File: config.mk
export PLATFORM = sky130hd
export DESIGN_NAME = gbn_outq
export DESIGN_NICKNAME = d
export VERILOG_FILES = /design/src/rtl/core/gbn_pkg.sv /design/src/rtl/core/gbn_outq.sv
export SDC_FILE = /design/constraint.sdc
export NUM_CORES = 1
export LEC_CHECK = 0
export BUFFER_PORTS_ARGS = -buffer_cell sky130_fd_sc_hd__buf_2
export CORE_ASPECT_RATIO = 1.25
export CORE_MARGIN = 10
export CORE_UTILIZATION = 52
export CTS_CLUSTER_SIZE = 14
export DETAILED_ROUTE_END_ITERATION = 8
export GPL_TIMING_DRIVEN = 1
export PLACE_DENSITY = 0.79
export SYNTH_ARGS = -nofsm -noshare
export SYNTH_HDL_FRONTEND = slang
export SYNTH_SLANG_ARGS = --single-unit
File: constraint.sdc
create_clock -name clk -period 8.5 [get_ports clk]
set_input_delay 1.7 -clock clk [delete_from_list [all_inputs] [get_ports clk]]
set_output_delay 1.7 -clock clk [all_outputs]
set_load 0.005 [all_outputs]
File: src/rtl/core/gbn_pkg.sv
// types and constants for the greedy box suppression block
// no dependencies
package gbn_pkg;

    localparam int COORD_W = 16;
    localparam int SCORE_W = 16;
    localparam int LEVEL_W = 10;
    localparam int ANCHOR_W = 32;
    localparam int SRC_W = 6;
    localparam int THR_W = 16;
    localparam int THR_RESET = 32768;
    // one pixel in q12.4
    localparam int PIXEL_ONE = 16;

    typedef struct packed {
        logic signed [COORD_W-1:0] left_edge;
        logic signed [COORD_W-1:0] top_edge;
        logic signed [COORD_W-1:0] right_edge;
        logic signed [COORD_W-1:0] bottom_edge;
        logic [SCORE_W-1:0]        confidence;
        logic [LEVEL_W-1:0]        level_tag;
        logic [ANCHOR_W-1:0]       anchor_tag;
        logic                      batch_end;
    } in_word_t;

    typedef struct packed {
        logic signed [COORD_W-1:0] kept_left;
        logic signed [COORD_W-1:0] kept_top;
        logic signed [COORD_W-1:0] kept_right;
        logic signed [COORD_W-1:0] kept_bottom;
        logic [SCORE_W-1:0]        kept_score;
        logic [LEVEL_W-1:0]        kept_level;
        logic [ANCHOR_W-1:0]       kept_anchor;
        logic [SRC_W-1:0]          source_position;
        logic                      run_end;
        logic                      capacity_exceeded;
    } out_word_t;

    typedef struct packed {
        logic signed [COORD_W-1:0] left_edge;
        logic signed [COORD_W-1:0] top_edge;
        logic signed [COORD_W-1:0] right_edge;
        logic signed [COORD_W-1:0] bottom_edge;
    } corner_t;

    typedef struct packed {
        logic [LEVEL_W-1:0]  level_tag;
        logic [ANCHOR_W-1:0] anchor_tag;
    } tag_t;

    typedef enum logic [4:0] {
        ST_IDLE,
        ST_RK_RD_I,
        ST_RK_CUR,
        ST_RK_RD_J,
        ST_RK_CMP,
        ST_RK_PUT,
        ST_SP_RD_I,
        ST_SP_CHK_I,
        ST_SP_AREA_A,
        ST_SP_MUL_A,
        ST_SP_EMIT,
        ST_SP_RD_K,
        ST_SP_CHK_K,
        ST_SP_GEOM,
        ST_SP_MUL,
        ST_SP_UNI,
        ST_SP_THR,
        ST_SP_DEC,
        ST_SP_NEXT_K,
        ST_SP_NEXT_I,
        ST_SP_FLUSH
    } back_state_t;

endpackage

File: src/rtl/core/gbn_outq.sv
// two-entry result queue between the back end and the result port
// depends on gbn_pkg
module gbn_outq (
    input  logic               clk,
    input  logic               rst_n,
    input  logic               wr,
    input  gbn_pkg::out_word_t wr_data,
    output logic               q_full,
    output logic               empty,
    input  logic               pop,
    output gbn_pkg::out_word_t kept
);

    gbn_pkg::out_word_t slot_reg [2];
    logic               wp_reg, rp_reg;
    logic [1:0]         cnt_reg, cnt_next;
    logic               do_pop, do_wr;

    assign empty  = cnt_reg == 2'd0;
    assign q_full = cnt_reg == 2'd2;
    assign do_pop = pop && !empty;
    assign do_wr  = wr && !q_full;
    assign kept   = slot_reg[rp_reg];

    always_comb
    begin
        cnt_next = cnt_reg;
        if (do_wr && !do_pop)
        begin
            cnt_next = cnt_reg + 2'd1;
        end
        else if (do_pop && !do_wr)
        begin
            cnt_next = cnt_reg - 2'd1;
        end
    end

    always_ff @(posedge clk or negedge rst_n)
    begin
        if (!rst_n)
        begin
            wp_reg  <= 1'b0;
            rp_reg  <= 1'b0;
            cnt_reg <= 2'd0;
        end
        else
        begin
            cnt_reg <= cnt_next;
            if (do_wr)
            begin
                wp_reg <= !wp_reg;
            end
            if (do_pop)
            begin
                rp_reg <= !rp_reg;
            end
        end
    end

    always_ff @(posedge clk)
    begin
        if (do_wr)
        begin
            slot_reg[wp_reg] <= wr_data;
        end
    end

endmodule

==> results.env <==
NUM-NETS-FINAL=841
IO_BUFFER_COUNT=265
SYNTH.DISTINCT_CELLS=16
SEQPWRFRAC_PCT=46.1
TOTAL_WIRE_LENGTH_AFTER_DETAILED_ROUTING_MM=20.28
NUMBER_OF_GLOBAL_ROUTE_VIAS_BEFORE_REPAIR=5409
FP.DIEAREA_SQ_UM=25110
CTS.HOLD.BUFFERS_ADDED=0
DRC=0
LAYOUT-AREA-OVERHEAD-VS-SYNTH_PCT=22.78
CTS_MAX_LEVEL=1
MAXSLEWVIOLCOUNT=0
CP.ARRIVAL_NS=2.81
YOSYSSEQAREASHARE_PCT=79.45
TRACK_USAGE_PCT=15.41
NUMBER_OF_ROWS_IN_THE_CORE_AREA=56
FINAL.MIN_CLOCK_PERIOD_NS=4.511
IO_PINS=266
DIE_H_UM=174.7
CTS_SINKS=264
DIE_W_UM=143.7
COMBINATIONALPOWERSHARE_PCT=29.6
SYNTH_MOST_COMMON_CELL='edfxtp_1'
GRT_ANTENNA_BEFORE_REPAIR=8
POST-ROUTE-PERIOD-UTIL_PCT=53.07
POST_SYNTH.CELL_AREA_AVG_SQ_UM=23.47
LARGEST_REGISTER_FFS=260
WORST-ENDPOINT-REQUIRED_NS=6.80
FINAL_LAYOUT_SIZE_SUFFIX_GT1_SHARE_PCT=60.30
P_SW_uW=1114
ASR_FLOP_RATIO_SYNTH_PCT=1.515
FINAL-SETUP-VIOL-COUNT=0
FIN_WORST_SKEW_NS=0.009310
GRT_SETUP_UNREPAIRED='false'
TOP_CELLS_BY_AREA_IN_THE_SYNTHESIZED_NETLIST='edfxtp_1 (78%), mux2_4 (14%), mux2_2 (4.5%)'
POWER.SHARE.CLOCK_PCT=24.3
MAPPED_AREA_SQ_UM=9953
GRT-OVFL-TOTAL=0
PATH_CLASS='flop to output pin'
REGISTER_BIT_TOTAL_FROM_SYNTHESIS=264
CLK-INSERTION-DELAY-LATE_NS=0.50
DR.PASS1.ITERS=4
CLK_PIN_SLEW_WORST_PATHS_NS=0.06
POWER.DENSITY_CELL_AREA_nW_PER_UM2=336.6
CRITICAL_PATH.CELL_CHAIN='buf_4, mux2_2, buf_2'
NUMBER_OF_ENABLE_FLIP_FLOP_CELLS_AFTER_SYNTHESIS=260
FLOORPLAN.INITIALDENSITY_PCT=53.01
YOSYSTOPAREACELLSHARE_PCT=78.44
POST-PLACE-WS_NS=4.491
CELLLEAKAGEPOWER_uW=0.004842
TOTALNEGATIVESETUPSLACK_NS=0
YS.FLOP_TYPE='edfxtp_1'
NETLIST_INSTANCES=424
HOLD_VIOL=0
MAPPEDNETLISTNETS=559
CP-START-KIND='flop'
SYNTH_LARGEST_AREA_CELL='edfxtp_1'
WORSTHOLDPATHTYPE='flop to flop'
YOSYS-TOP-CELLS-COUNT='edfxtp_1 (260), mux2_4 (90), mux2_2 (40), buf_6 (10)'
DRTITER0DRC=210
CRIT_PATH_TOP_DELAY_CELL='buf_4'
FMAX_MHz=221.7
PIN_COUNT_OF_THE_BIGGEST_NET_ENTERING_GLOBAL_ROUTING=82
SLEW_HEADROOM_PCT=26.59
DPL.HPWL_MM=14.17
ANT_NETS=0
SETUP.WORST_PATH.END_CLASS='output pin'
CTS-BUFFERS-INSERTED=25
GPL.FINAL_WEIGHTED_CONGESTION=0.7764
WIRE_LENGTH_PER_CELL_UM=21.15
TIMING.CRITICAL_PATH.FANOUT_MAX=70
WORST_IR_DROP_VDD_mV=0.2342
SYNTH.YOSYS.WARNINGS=0
NETSWITCHINGFRACTION_PCT=27.08
CTS_POST_SETUP_BUFFERS_INSERTED=0
FILLERINSTANCES=1297
CTS_TREE='yes'
CRITPATHMAXSTAGEDELAY_NS=0.88
TOTAL_CORE_AREA_SQ_UM=18780
INTERNAL-POWER_uW=2999
SETUP_WS_NS=3.989
CAP_VIOLATIONS=0
GRT_FIRST_PASS_WIRELENGTH_MM=30.19
WORSTMARGINPINSLEW_NS=1.101
RUN_STATUS='complete, no violations'
VIAS_AFTER_DETAILED_ROUTING=4923
POST_CTS_RESIZED=0
MASTER_CELL_OF_THE_CLOCK_ROOT_BUFFER='clkbuf_16'
CTS-ROOT-TO-SINK-BUFFERS=3
VIA_PER_INST=5.133
## critical path, delay by kind of cell (launching register included)
kind                   cells  cell delay, ns
multiplexers               1            0.43
buffers and inverters      2            1.02
flip-flops                 1            0.76
## area by class of cell
type                    count  area (sq um)  area share, %
diodes                      4         10.01        0.08191
clock buffers              30         644.4          5.273
clock inverters            14         90.09         0.7372
inverters                   2         7.507        0.06143
multi-input cells         143          1903          15.57
flip-flops and latches    264          7911          64.74
well taps                 232         290.3          2.375
repair buffers            270          1364          11.16
## cells in the final DEF, fill, tap and decap left out, drive strengths merged
master / instances
xnor2: 3
diode: 4
clkinv: 12
buf: 270
nor2: 3
nand2b: 1
mux2: 130
bufinv: 1
dfrtp: 4
ha: 1
inv: 2
xor2: 2
clkinvlp: 1
and3: 1
edfxtp: 260
o21ai: 1
nand2: 1
clkbuf: 30
## through the flow
stage | util [%] | std cells | instance area, sq um | total power, uW | hold WS [ns]
floorplan | - | 424 | 9953 | 2749 | 0.4608
global placement | 61.11 | 911 | 11480 | 3123 | 0.5046
detailed placement | 61.11 | 911 | 11480 | 3170 | 0.5162
CTS | 65.03 | 955 | 12210 | 4181 | 0.5291
global route | 65.05 | 957 | 12220 | 4324 | 0.5493
finish | 65.08 | 959 | 12220 | 4113 | 0.5352
## metal layers
metal  vias to the layer above  track usage (%)  share of wire (%)
met5                         -                0               0.22
met4                         8            5.030                2.5
met3                        42            6.972                 11
met2                       231            25.55                 49
met1                      2378            17.28                 37
li1                       2264                -                  -
## power by group through the flow
stage          sequential (uW)  combinational, uW  clock (uW)
2_1_floorplan             1910                839           0
3_3_place_gp              1910               1220           0
3_5_place_dp              1920               1250           0
4_1_cts                   1900               1260        1030
5_1_grt                   1920               1320        1080
6_report                  1900               1220        1000
## kinds of logic after synthesis
family                     after synthesis  synth area share, %
DFF                                    264                79.45
muxes                                  130                18.10
AOI/OAI and AO/OA                        1              0.05023
buffers and inverters                   17                1.559
and+or+nand+nor                          6               0.2766
xor gates and xnor gates                 5               0.4401
adders and majority gates                1               0.1257
## final timing paths
check	slack, ns	end	startpoint	depth (start not counted)
setup / recovery	3.99	kept[111]	rp_reg	3
hold / removal	0.54	cnt_reg[1]	cnt_reg[1]	1
setup reg to reg	5.82	slot_reg[1][43]	cnt_reg[0]	3
hold reg to reg	0.54	cnt_reg[1]	cnt_reg[1]	1
max in group asynchronous	7.37	rp_reg	rst_n	1
min in group asynchronous	0.99	cnt_reg[0]	rst_n	1
Note: power is estimated with default switching activity, not from simulation.
