**src/rtl/core/gbn_pkg.sv**
```systemverilog
// types and constants for the greedy box suppression block
// no dependencies
package gbn_pkg;

    localparam int COORD_W = 16;
    localparam int SCORE_W = 16;
    localparam int LEVEL_W = 10;
    localparam int ANCHOR_W = 32;
    localparam int SRC_W = 6;
    localparam int THR_W = 16;
    localparam int THR_RESET = 32768;
    // one pixel in q12.4
    localparam int PIXEL_ONE = 16;

    typedef struct packed {
        logic signed [COORD_W-1:0] left_edge;
        logic signed [COORD_W-1:0] top_edge;
        logic signed [COORD_W-1:0] right_edge;
        logic signed [COORD_W-1:0] bottom_edge;
        logic [SCORE_W-1:0]        confidence;
        logic [LEVEL_W-1:0]        level_tag;
        logic [ANCHOR_W-1:0]       anchor_tag;
        logic                      batch_end;
    } in_word_t;

    typedef struct packed {
        logic signed [COORD_W-1:0] kept_left;
        logic signed [COORD_W-1:0] kept_top;
        logic signed [COORD_W-1:0] kept_right;
        logic signed [COORD_W-1:0] kept_bottom;
        logic [SCORE_W-1:0]        kept_score;
        logic [LEVEL_W-1:0]        kept_level;
        logic [ANCHOR_W-1:0]       kept_anchor;
        logic [SRC_W-1:0]          source_position;
        logic                      run_end;
        logic                      capacity_exceeded;
    } out_word_t;

    typedef struct packed {
        logic signed [COORD_W-1:0] left_edge;
        logic signed [COORD_W-1:0] top_edge;
        logic signed [COORD_W-1:0] right_edge;
        logic signed [COORD_W-1:0] bottom_edge;
    } corner_t;

    typedef struct packed {
        logic [LEVEL_W-1:0]  level_tag;
        logic [ANCHOR_W-1:0] anchor_tag;
    } tag_t;

    typedef enum logic [4:0] {
        ST_IDLE,
        ST_RK_RD_I,
        ST_RK_CUR,
        ST_RK_RD_J,
        ST_RK_CMP,
        ST_RK_PUT,
        ST_SP_RD_I,
        ST_SP_CHK_I,
        ST_SP_AREA_A,
        ST_SP_MUL_A,
        ST_SP_EMIT,
        ST_SP_RD_K,
        ST_SP_CHK_K,
        ST_SP_GEOM,
        ST_SP_MUL,
        ST_SP_UNI,
        ST_SP_THR,
        ST_SP_DEC,
        ST_SP_NEXT_K,
        ST_SP_NEXT_I,
        ST_SP_FLUSH
    } back_state_t;

endpackage

```
**src/rtl/core/gbn_front.sv**
```systemverilog
// load side: counts boxes, writes the box store, hands a finished batch to the back end
// depends on gbn_pkg
module gbn_front #(
    parameter int MAX_BOXES = 64,
    parameter int IW = $clog2(MAX_BOXES),
    parameter int CW = $clog2(MAX_BOXES + 1)
) (
    input  logic              clk,
    input  logic              rst_n,
    input  logic              push,
    output logic              full,
    input  gbn_pkg::in_word_t box,
    input  logic              back_busy,
    input  logic              job_take,
    output logic              job_valid,
    output logic [CW-1:0]     job_count,
    output logic              job_ovf,
    output logic              wr_en,
    output logic [IW-1:0]     wr_addr
);

    logic [CW-1:0] count_reg, count_next;
    logic          ovf_reg, ovf_next;
    logic          job_valid_reg, job_valid_next;
    logic [CW-1:0] job_count_reg, job_count_next;
    logic          job_ovf_reg, job_ovf_next;
    logic          accept;
    logic          room;

    assign full    = job_valid_reg || back_busy;
    assign accept  = push && !full;
    assign room    = count_reg < CW'(MAX_BOXES);
    assign wr_en   = accept && room;
    assign wr_addr = count_reg[IW-1:0];

    assign job_valid = job_valid_reg;
    assign job_count = job_count_reg;
    assign job_ovf   = job_ovf_reg;

    always_comb
    begin
        count_next     = count_reg;
        ovf_next       = ovf_reg;
        job_valid_next = job_valid_reg && !job_take;
        job_count_next = job_count_reg;
        job_ovf_next   = job_ovf_reg;
        if (accept)
        begin
            if (room)
            begin
                count_next = count_reg + CW'(1);
            end
            else
            begin
                ovf_next = 1'b1;
            end
            if (box.batch_end)
            begin
                job_valid_next = 1'b1;
                job_count_next = count_next;
                job_ovf_next   = ovf_next;
                count_next     = '0;
                ovf_next       = 1'b0;
            end
        end
    end

    always_ff @(posedge clk or negedge rst_n)
    begin
        if (!rst_n)
        begin
            count_reg     <= '0;
            ovf_reg       <= 1'b0;
            job_valid_reg <= 1'b0;
        end
        else
        begin
            count_reg     <= count_next;
            ovf_reg       <= ovf_next;
            job_valid_reg <= job_valid_next;
        end
    end

    always_ff @(posedge clk)
    begin
        job_count_reg <= job_count_next;
        job_ovf_reg   <= job_ovf_next;
    end

endmodule

```
**config.mk**
```make
export PLATFORM = sky130hd
export DESIGN_NAME = gbn_front
export DESIGN_NICKNAME = d
export VERILOG_FILES = /design/src/rtl/core/gbn_pkg.sv /design/src/rtl/core/gbn_front.sv
export SDC_FILE = /design/constraint.sdc
export NUM_CORES = 1
export LEC_CHECK = 0
export ABC_CLOCK_PERIOD_IN_PS = 4300
export BUFFER_PORTS_ARGS = -buffer_cell sky130_fd_sc_hd__clkbuf_2
export CAP_MARGIN = 0
export CORE_MARGIN = 2
export CORE_UTILIZATION = 28
export DETAILED_ROUTE_END_ITERATION = 8
export GPL_TIMING_DRIVEN = 0
export PLACE_DENSITY = 0.95
export SYNTH_ARGS = -nofsm -noshare
export SYNTH_HDL_FRONTEND = slang
export SYNTH_SLANG_ARGS = --single-unit
```
**constraint.sdc**
```tcl
create_clock -name clk -period 4.3 [get_ports clk]
set_input_delay 0.86 -clock clk [delete_from_list [all_inputs] [get_ports clk]]
set_output_delay 0.86 -clock clk [all_outputs]
set_load 0.02 [all_outputs]
```
==> impl_metrics.prom, run 1 <==
# TYPE chip_impl_metric gauge
chip_impl_metric{name="fmaxAchievable",unit="MHz"} 379
chip_impl_metric{name="clkSinkCount",unit=""} 17
chip_impl_metric{name="tns",unit="ns"} 0
chip_impl_metric{name="cts.reportedPaths.clkPinSlew",unit="ns"} 0.10
chip_impl_metric{name="first_global_vias",unit=""} 598
chip_impl_metric{name="power_leakage",unit="uW"} 0.000490
chip_impl_info{name="outcome",value="completed"} 1
chip_impl_metric{name="final_util",unit="%"} 35.8
chip_impl_metric{name="timing.max_slew.rel_slack",unit="%"} 60.9
chip_impl_metric{name="cp.arrival",unit="ns"} 1.78
chip_impl_metric{name="max-vdd-ir-drop",unit="mV"} 0.226
chip_impl_metric{name="routed_wire_length_per_instance",unit="um"} 14.2
chip_impl_metric{name="ys_seq_area_share",unit="%"} 57.3
chip_impl_metric{name="drt_iter0_drc",unit=""} 37
chip_impl_info{name="crit_path_end_kind",value="output pin"} 1
chip_impl_metric{name="finalSetupViolations",unit=""} 0
chip_impl_metric{name="clock_latency",unit="ns"} 0.29
chip_impl_metric{name="grt_use_total",unit="%"} 11.5
chip_impl_metric{name="drv.max_cap_violation_count",unit=""} 0
chip_impl_metric{name="fp.dieW",unit="um"} 57.9
chip_impl_metric{name="initial_core_util",unit="%"} 29.4
chip_impl_metric{name="yosysTopAreaCellShare",unit="%"} 29.6
chip_impl_metric{name="synth-warning-count",unit=""} 0
chip_impl_info{name="path_cells",value="clkbuf_2 -> or3b_1 -> clkbuf_2 -> nor2_1 -> clkbuf_2"} 1
chip_impl_metric{name="hold_buffers",unit=""} 0
chip_impl_metric{name="hpwlAfterDp",unit="um"} 1300
chip_impl_info{name="yosysTopAreaCell",value="sky130_fd_sc_hd__edfxtp_1"} 1
chip_impl_metric{name="nFillCells",unit=""} 272
chip_impl_metric{name="crit_fanout",unit=""} 7
chip_impl_metric{name="nets",unit=""} 223
chip_impl_metric{name="crit_buf_inv",unit=""} 3
chip_impl_metric{name="number_of_i_o_pins",unit=""} 145
chip_impl_metric{name="timing_worst_slew_pin_value",unit="ns"} 0.585
chip_impl_metric{name="avgViaCountPerCell",unit=""} 4.94
chip_impl_info{name="grt_setup_unrepaired",value="no"} 1
chip_impl_metric{name="routabilityCongestion",unit=""} 0.789
chip_impl_metric{name="numPortBuffers",unit=""} 22
chip_impl_metric{name="drt_pass1_iterations",unit=""} 4
chip_impl_metric{name="layout-drive-gt1-share",unit="%"} 38.7
chip_impl_metric{name="grt_remaining_overflow",unit=""} 0
chip_impl_metric{name="design.die.area",unit="sq um"} 3350
chip_impl_metric{name="finalClockSkew",unit="ns"} 0.00495
chip_impl_metric{name="number_of_diodes",unit=""} 0
chip_impl_metric{name="postSynthNetCount",unit=""} 196
chip_impl_info{name="yosys-top-cells-count",value="9 x sky130_fd_sc_hd__dfrtp_1, 8 x sky130_fd_sc_hd__edfxtp_1, 6 x sky130_fd_sc_hd__buf_4, 6 x sky130_fd_sc_hd__nand2_1, 5 x sky130_fd_sc_hd__xnor2_1"} 1
chip_impl_info{name="crit_family",value="simple AND/OR/NAND/NOR gates"} 1
chip_impl_metric{name="synth_seq_cells",unit=""} 17
chip_impl_metric{name="holdWs",unit="ns"} 0.409
chip_impl_info{name="worst_setup_path_start_kind",value="input port"} 1
chip_impl_metric{name="synth_cell_type_count",unit=""} 26
chip_impl_metric{name="finalCriticalPeriod",unit="ns"} 2.64
chip_impl_metric{name="clock_tree.buffer_depth",unit=""} 2
chip_impl_metric{name="power_density",unit="nW/um^2"} 349
chip_impl_metric{name="synth_enable_flop_cells",unit=""} 8
chip_impl_metric{name="grt_start_max_net_pins",unit=""} 11
chip_impl_info{name="clock_tree.root_cell",value="sky130_fd_sc_hd__clkbuf_4"} 1
chip_impl_metric{name="crit_required",unit="ns"} 3.44
chip_impl_metric{name="clock_tree.htree_level_count",unit=""} 1
chip_impl_metric{name="final.period_utilization",unit="%"} 61.3
chip_impl_metric{name="syn_to_final_growth",unit="%"} 21.6
chip_impl_metric{name="core_region_area",unit="sq um"} 2760
chip_impl_metric{name="antenna_violating_nets_post_route",unit=""} 0
chip_impl_info{name="yosys.cell_count.top_type",value="sky130_fd_sc_hd__dfrtp_1"} 1
chip_impl_metric{name="num_vias",unit=""} 612
chip_impl_metric{name="die_y",unit="um"} 57.9
chip_impl_metric{name="grt_first_pass_wirelength",unit="um"} 2880
chip_impl_metric{name="cts-buffers-inserted",unit=""} 3
chip_impl_info{name="ys_top_cells_by_area",value="sky130_fd_sc_hd__edfxtp_1 30%, sky130_fd_sc_hd__dfrtp_1 28%, sky130_fd_sc_hd__buf_4 5.5%"} 1
chip_impl_metric{name="drc_errors",unit=""} 0
chip_impl_info{name="timing.critical_path.mode_cell",value="sky130_fd_sc_hd__clkbuf_2"} 1
chip_impl_metric{name="floorplan.rows",unit=""} 19
chip_impl_info{name="critPathKind",value="input port to output pin"} 1
chip_impl_info{name="slowest_stage",value="sky130_fd_sc_hd__or3b_1"} 1
chip_impl_info{name="cts_tree",value="yes"} 1
chip_impl_metric{name="syn_area",unit="sq um"} 812
chip_impl_metric{name="routed_wirelength",unit="um"} 1760
chip_impl_metric{name="critPathMaxStageDelay",unit="ns"} 0.36
chip_impl_metric{name="postSynthAreaPerCell",unit="sq um"} 12.1
chip_impl_info{name="dominantRegCellSynth",value="sky130_fd_sc_hd__dfrtp_1"} 1
chip_impl_metric{name="timing.final.hold_violations",unit=""} 0
chip_impl_metric{name="post-cts-setup-buffers",unit=""} 0
chip_impl_info{name="hold_path_class",value="input port to asynchronous set/reset pin"} 1
chip_impl_metric{name="synthCells",unit=""} 67
chip_impl_metric{name="async_reset_ff_share",unit="%"} 52.9
chip_impl_metric{name="cts_resized",unit=""} 0
chip_impl_metric{name="antenna_found_initial",unit=""} 0
chip_impl_metric{name="timing.final.max_slew_violations",unit=""} 0
-- kinds of logic (layout without fill, tap and decap cells) --
family | after synthesis | in the layout | share of synthesized area, %
xor+xnor | 5 | 5 | 5.39
buf+inv | 11 | 37 | 8.16
compound gates | 11 | 11 | 10.0
flops | 17 | 17 | 57.3
fa+ha+maj | 1 | 1 | 1.54
mux | 1 | 1 | 1.39
simple gates | 21 | 21 | 16.2
-- worst reg2reg max path: stages (launching register included) --
cell	delay [ns]
sky130_fd_sc_hd__dfrtp_1	0.45
sky130_fd_sc_hd__nor3b_1	0.52
sky130_fd_sc_hd__nand2_1	0.18
sky130_fd_sc_hd__inv_1	0.30
-- report_power, final --
part           leakage [uW]  internal [uW]  switching [uW]  total, uW
clock             0.0000150           36.1            48.6       84.7
combinational      0.000277           27.9            37.5       65.4
sequential         0.000199            181            13.0        194
total              0.000490            245            99.1        344
-- final timing paths --
path | start | depth (start not counted) | slack, ns | to
worst max register to register | job_valid | 3 | 2.52 | job_count[4]
worst min register to register | ovf_reg | 2 | 0.54 | ovf_reg
worst min-delay path | rst_n | 1 | 0.41 | count_reg[1]
max in group asynchronous | rst_n | 1 | 3.69 | count_reg[6]
worst max-delay path | back_busy | 5 | 1.66 | wr_en
min in group clk | ovf_reg | 2 | 0.54 | ovf_reg
-- cells in the final DEF, fill, tap and decap left out --
master and count:
sky130_fd_sc_hd__inv_1 3, sky130_fd_sc_hd__mux2_2 1, sky130_fd_sc_hd__or2_2 1, sky130_fd_sc_hd__and4b_1 2
sky130_fd_sc_hd__ha_1 1, sky130_fd_sc_hd__clkbuf_4 3, sky130_fd_sc_hd__nor4b_2 1, sky130_fd_sc_hd__xnor2_1 5
sky130_fd_sc_hd__nand4b_1 2, sky130_fd_sc_hd__nand2b_1 1, sky130_fd_sc_hd__a21oi_1 1, sky130_fd_sc_hd__a22o_1 3
sky130_fd_sc_hd__or3b_1 1, sky130_fd_sc_hd__edfxtp_1 8, sky130_fd_sc_hd__clkbuf_2 23, sky130_fd_sc_hd__nor2b_1 1
sky130_fd_sc_hd__clkbuf_1 1, sky130_fd_sc_hd__and2_1 1, sky130_fd_sc_hd__dfrtp_1 9, sky130_fd_sc_hd__o211a_1 1
sky130_fd_sc_hd__nor2_1 4, sky130_fd_sc_hd__nand2_1 6, sky130_fd_sc_hd__o21ai_0 4, sky130_fd_sc_hd__buf_2 1
sky130_fd_sc_hd__a221o_1 1, sky130_fd_sc_hd__buf_4 6, sky130_fd_sc_hd__a41o_1 1, sky130_fd_sc_hd__nor3b_1 1
-- metrics by stage --
stage                     instances  area, sq um  power [uW]  worst slack (ns)
after floorplan                  67          812         237              1.79
after global placement          120          961         258              1.67
after detailed placement        120          961         262              1.67
after CTS                       124          987         346              1.67
after global routing            124          987         359              1.61
final                           124          987         344              1.66
-- metal layers --
metal / share of wire (%) / vias up / GRT usage, %
met5: 0 / - / 0
met4: 1.6 / 0 / 5.98
met3: 5.9 / 6 / 1.79
met2: 52 / 29 / 19.0
met1: 41 / 292 / 14.6
li1: - / 285 / -
-- layout make-up --
type | count | area [sq um] | area share (%)
Timing Repair Buffer | 22 | 110 | 11.2
Clock buffer | 4 | 26.3 | 2.66
Tap cell | 31 | 38.8 | 3.93
Inverter | 3 | 11.3 | 1.14
Multi-Input combinational cell | 39 | 280 | 28.4
Buffer | 8 | 55.1 | 5.58
Sequential cell | 17 | 465 | 47.1
No activity file was read; power rests on OpenSTA's default activity.
==> inputs of run 2 (changes only) <==
--- a/config.mk
+++ b/config.mk
@@ -5,14 +5,14 @@
 export SDC_FILE = /design/constraint.sdc
 export NUM_CORES = 1
 export LEC_CHECK = 0
-export ABC_CLOCK_PERIOD_IN_PS = 4300
+export ABC_CLOCK_PERIOD_IN_PS = 2800
 export BUFFER_PORTS_ARGS = -buffer_cell sky130_fd_sc_hd__clkbuf_2
 export CAP_MARGIN = 0
 export CORE_MARGIN = 2
-export CORE_UTILIZATION = 28
+export CORE_UTILIZATION = 26
 export DETAILED_ROUTE_END_ITERATION = 8
 export GPL_TIMING_DRIVEN = 0
-export PLACE_DENSITY = 0.95
+export PLACE_DENSITY = 0.9
 export SYNTH_ARGS = -nofsm -noshare
 export SYNTH_HDL_FRONTEND = slang
 export SYNTH_SLANG_ARGS = --single-unit
==> constraint.sdc (replaced) <==
create_clock -name clk -period 2.8 [get_ports clk]
set_input_delay 0.56 -clock clk [delete_from_list [all_inputs] [get_ports clk]]
set_output_delay 0.56 -clock clk [all_outputs]
set_load 0.02 [all_outputs]
==> impl_metrics.prom, run 2 (synthesized netlist as in run 1, its figures left out) <==
# TYPE chip_impl_metric gauge
chip_impl_metric{name="max-vdd-ir-drop",unit="mV"} 0.315
chip_impl_metric{name="post-cts-setup-buffers",unit=""} 0
chip_impl_metric{name="timing.final.max_slew_violations",unit=""} 0
chip_impl_metric{name="clock_tree.htree_level_count",unit=""} 1
chip_impl_metric{name="drv.max_cap_violation_count",unit=""} 0
chip_impl_info{name="mostFrequentLayoutCells",value="23 x sky130_fd_sc_hd__clkbuf_2, 9 x sky130_fd_sc_hd__dfrtp_1, 8 x sky130_fd_sc_hd__edfxtp_1, 6 x sky130_fd_sc_hd__nand2_1, 6 x sky130_fd_sc_hd__buf_4"} 1
chip_impl_metric{name="drt_pass1_iterations",unit=""} 4
chip_impl_metric{name="routed_wirelength",unit="um"} 1610
chip_impl_metric{name="avgViaCountPerCell",unit=""} 4.75
chip_impl_metric{name="cts.reportedPaths.clkPinSlew",unit="ns"} 0.09
chip_impl_info{name="outcome",value="completed"} 1
chip_impl_info{name="cts_tree",value="yes"} 1
chip_impl_metric{name="clock_latency",unit="ns"} 0.29
chip_impl_metric{name="cp.arrival",unit="ns"} 1.56
chip_impl_metric{name="comb_power_share",unit="%"} 18.5
chip_impl_info{name="global_route.peak_usage_layer",value="met2"} 1
chip_impl_metric{name="fmaxAchievable",unit="MHz"} 471
chip_impl_metric{name="timing.max_slew.rel_slack",unit="%"} 63.2
chip_impl_metric{name="grt_use_total",unit="%"} 10.4
chip_impl_metric{name="num_vias",unit=""} 598
chip_impl_metric{name="drt_iter0_drc",unit=""} 20
chip_impl_metric{name="design.die.area",unit="sq um"} 3590
chip_impl_metric{name="clock_tree.buffer_depth",unit=""} 2
chip_impl_metric{name="timing_worst_slew_pin_value",unit="ns"} 0.550
chip_impl_metric{name="p_int",unit="uW"} 376
chip_impl_metric{name="p_switching",unit="uW"} 143
chip_impl_metric{name="number_of_diodes",unit=""} 0
chip_impl_metric{name="core_region_area",unit="sq um"} 3000
chip_impl_info{name="crit_path_end_kind",value="output pin"} 1
chip_impl_metric{name="clock_power_share",unit="%"} 24.6
chip_impl_metric{name="antenna_violating_nets_post_route",unit=""} 0
chip_impl_metric{name="first_global_vias",unit=""} 563
chip_impl_metric{name="crit_fanout",unit=""} 7
chip_impl_metric{name="timing.final.hold_violations",unit=""} 0
chip_impl_metric{name="finalClockSkew",unit="ns"} 0.00773
chip_impl_metric{name="finalCriticalPeriod",unit="ns"} 2.12
chip_impl_metric{name="layout-drive-gt1-share",unit="%"} 38.7
chip_impl_metric{name="nets",unit=""} 223
chip_impl_metric{name="place_area",unit="sq um"} 963
chip_impl_metric{name="regToRegSetupSlack",unit="ns"} 1.07
chip_impl_metric{name="crit_required",unit="ns"} 2.24
chip_impl_metric{name="sw_frac_of_total",unit="%"} 27.6
chip_impl_metric{name="hold_buffers",unit=""} 0
chip_impl_metric{name="cts-buffers-inserted",unit=""} 3
chip_impl_metric{name="design_area",unit="sq um"} 990
chip_impl_metric{name="die_y",unit="um"} 59.9
chip_impl_info{name="clock_tree.root_cell",value="sky130_fd_sc_hd__clkbuf_4"} 1
chip_impl_info{name="hold_path_class",value="input port to asynchronous set/reset pin"} 1
chip_impl_metric{name="fp.dieW",unit="um"} 59.9
chip_impl_info{name="critPathKind",value="register to output pin"} 1
chip_impl_metric{name="numPortBuffers",unit=""} 22
chip_impl_metric{name="cts_resized",unit=""} 0
chip_impl_metric{name="number_of_i_o_pins",unit=""} 145
chip_impl_metric{name="grt_start_max_net_pins",unit=""} 11
chip_impl_metric{name="routed_wire_length_per_instance",unit="um"} 12.8
chip_impl_info{name="mostFrequentLayoutCell",value="sky130_fd_sc_hd__clkbuf_2"} 1
chip_impl_metric{name="grt_first_pass_wirelength",unit="um"} 2770
chip_impl_metric{name="grt_remaining_overflow",unit=""} 0
chip_impl_metric{name="power_density",unit="nW/um^2"} 525
chip_impl_metric{name="antenna_found_initial",unit=""} 0
chip_impl_metric{name="final.period_utilization",unit="%"} 75.8
chip_impl_metric{name="syn_to_final_growth",unit="%"} 21.9
chip_impl_metric{name="power_frac_seq",unit="%"} 57.0
chip_impl_metric{name="finalSetupViolations",unit=""} 0
chip_impl_metric{name="power_leakage",unit="uW"} 0.000490
chip_impl_metric{name="initial_core_util",unit="%"} 27.0
chip_impl_info{name="grt_setup_unrepaired",value="no"} 1
chip_impl_metric{name="drc_errors",unit=""} 0
chip_impl_metric{name="tns",unit="ns"} 0
chip_impl_metric{name="hpwlAfterDp",unit="um"} 1250
chip_impl_metric{name="floorplan.rows",unit=""} 20
chip_impl_metric{name="global_route.usage.met3",unit="%"} 3.25
chip_impl_info{name="worst_setup_path_start_kind",value="register"} 1
chip_impl_metric{name="met1_usage",unit="%"} 13.7
chip_impl_metric{name="clkSinkCount",unit=""} 17
chip_impl_metric{name="routabilityCongestion",unit=""} 0.812
chip_impl_metric{name="use_met2",unit="%"} 16.5
chip_impl_metric{name="nFillCells",unit=""} 314
[run 2: routing by layer]
metal | wire, um | part of all wire (%)
met5 | 0 | 0
met1 | 696 | 43
met4 | 10 | 0.62
met2 | 832 | 52
met3 | 73 | 4.5
[run 2: worst paths after layout]
| path | from | cells after the start | endpoint |
|---|---|---|---|
| worst max-delay path | job_valid | 4 | wr_en |
| worst min-delay path | rst_n | 1 | ovf_reg |
| worst max register to register | job_valid | 3 | job_count[6] |
| worst min register to register | ovf_reg | 2 | ovf_reg |
| max in group asynchronous | rst_n | 1 | count_reg[2] |
| min in group clk | job_take | 2 | job_valid |
[run 2: cell type report]
type	instances	area [sq um]	area share (%)
tap	33	41.3	4.17
sequential	17	465	47.0
inverter	3	11.3	1.14
multi-input combinational	39	280	28.3
timing repair buffer	22	110	11.1
buffer	8	55.1	5.56
clock buffer	4	26.3	2.65
[run 2: per-stage QoR]
step	std cells	utilization (%)	setup slack [ns]	total power [uW]	hold WS, ns
floorplan	67	-	0.886	364	0.264
global placement	122	32.1	0.761	396	0.421
detailed placement	122	32.1	0.754	398	0.434
CTS	126	33.0	0.686	523	0.113
global route	126	33.0	0.583	554	0.108
finish	126	33.0	0.676	519	0.105
[run 2: power by group through the flow]
stage                     clock, uW  combinational, uW  sequential, uW
after detailed placement          0               96.7             302
after global placement            0               95.1             300
after CTS                       130               96.8             296
after global routing            146                109             299
final                           128               95.8             296
after floorplan                   0               60.9             304
[run 2: critical path: stages, from the launching register on]
cell	delay [ns]
sky130_fd_sc_hd__dfrtp_1	0.45
sky130_fd_sc_hd__or3b_1	0.36
sky130_fd_sc_hd__clkbuf_2	0.18
sky130_fd_sc_hd__nor2_1	0.12
sky130_fd_sc_hd__clkbuf_2	0.18
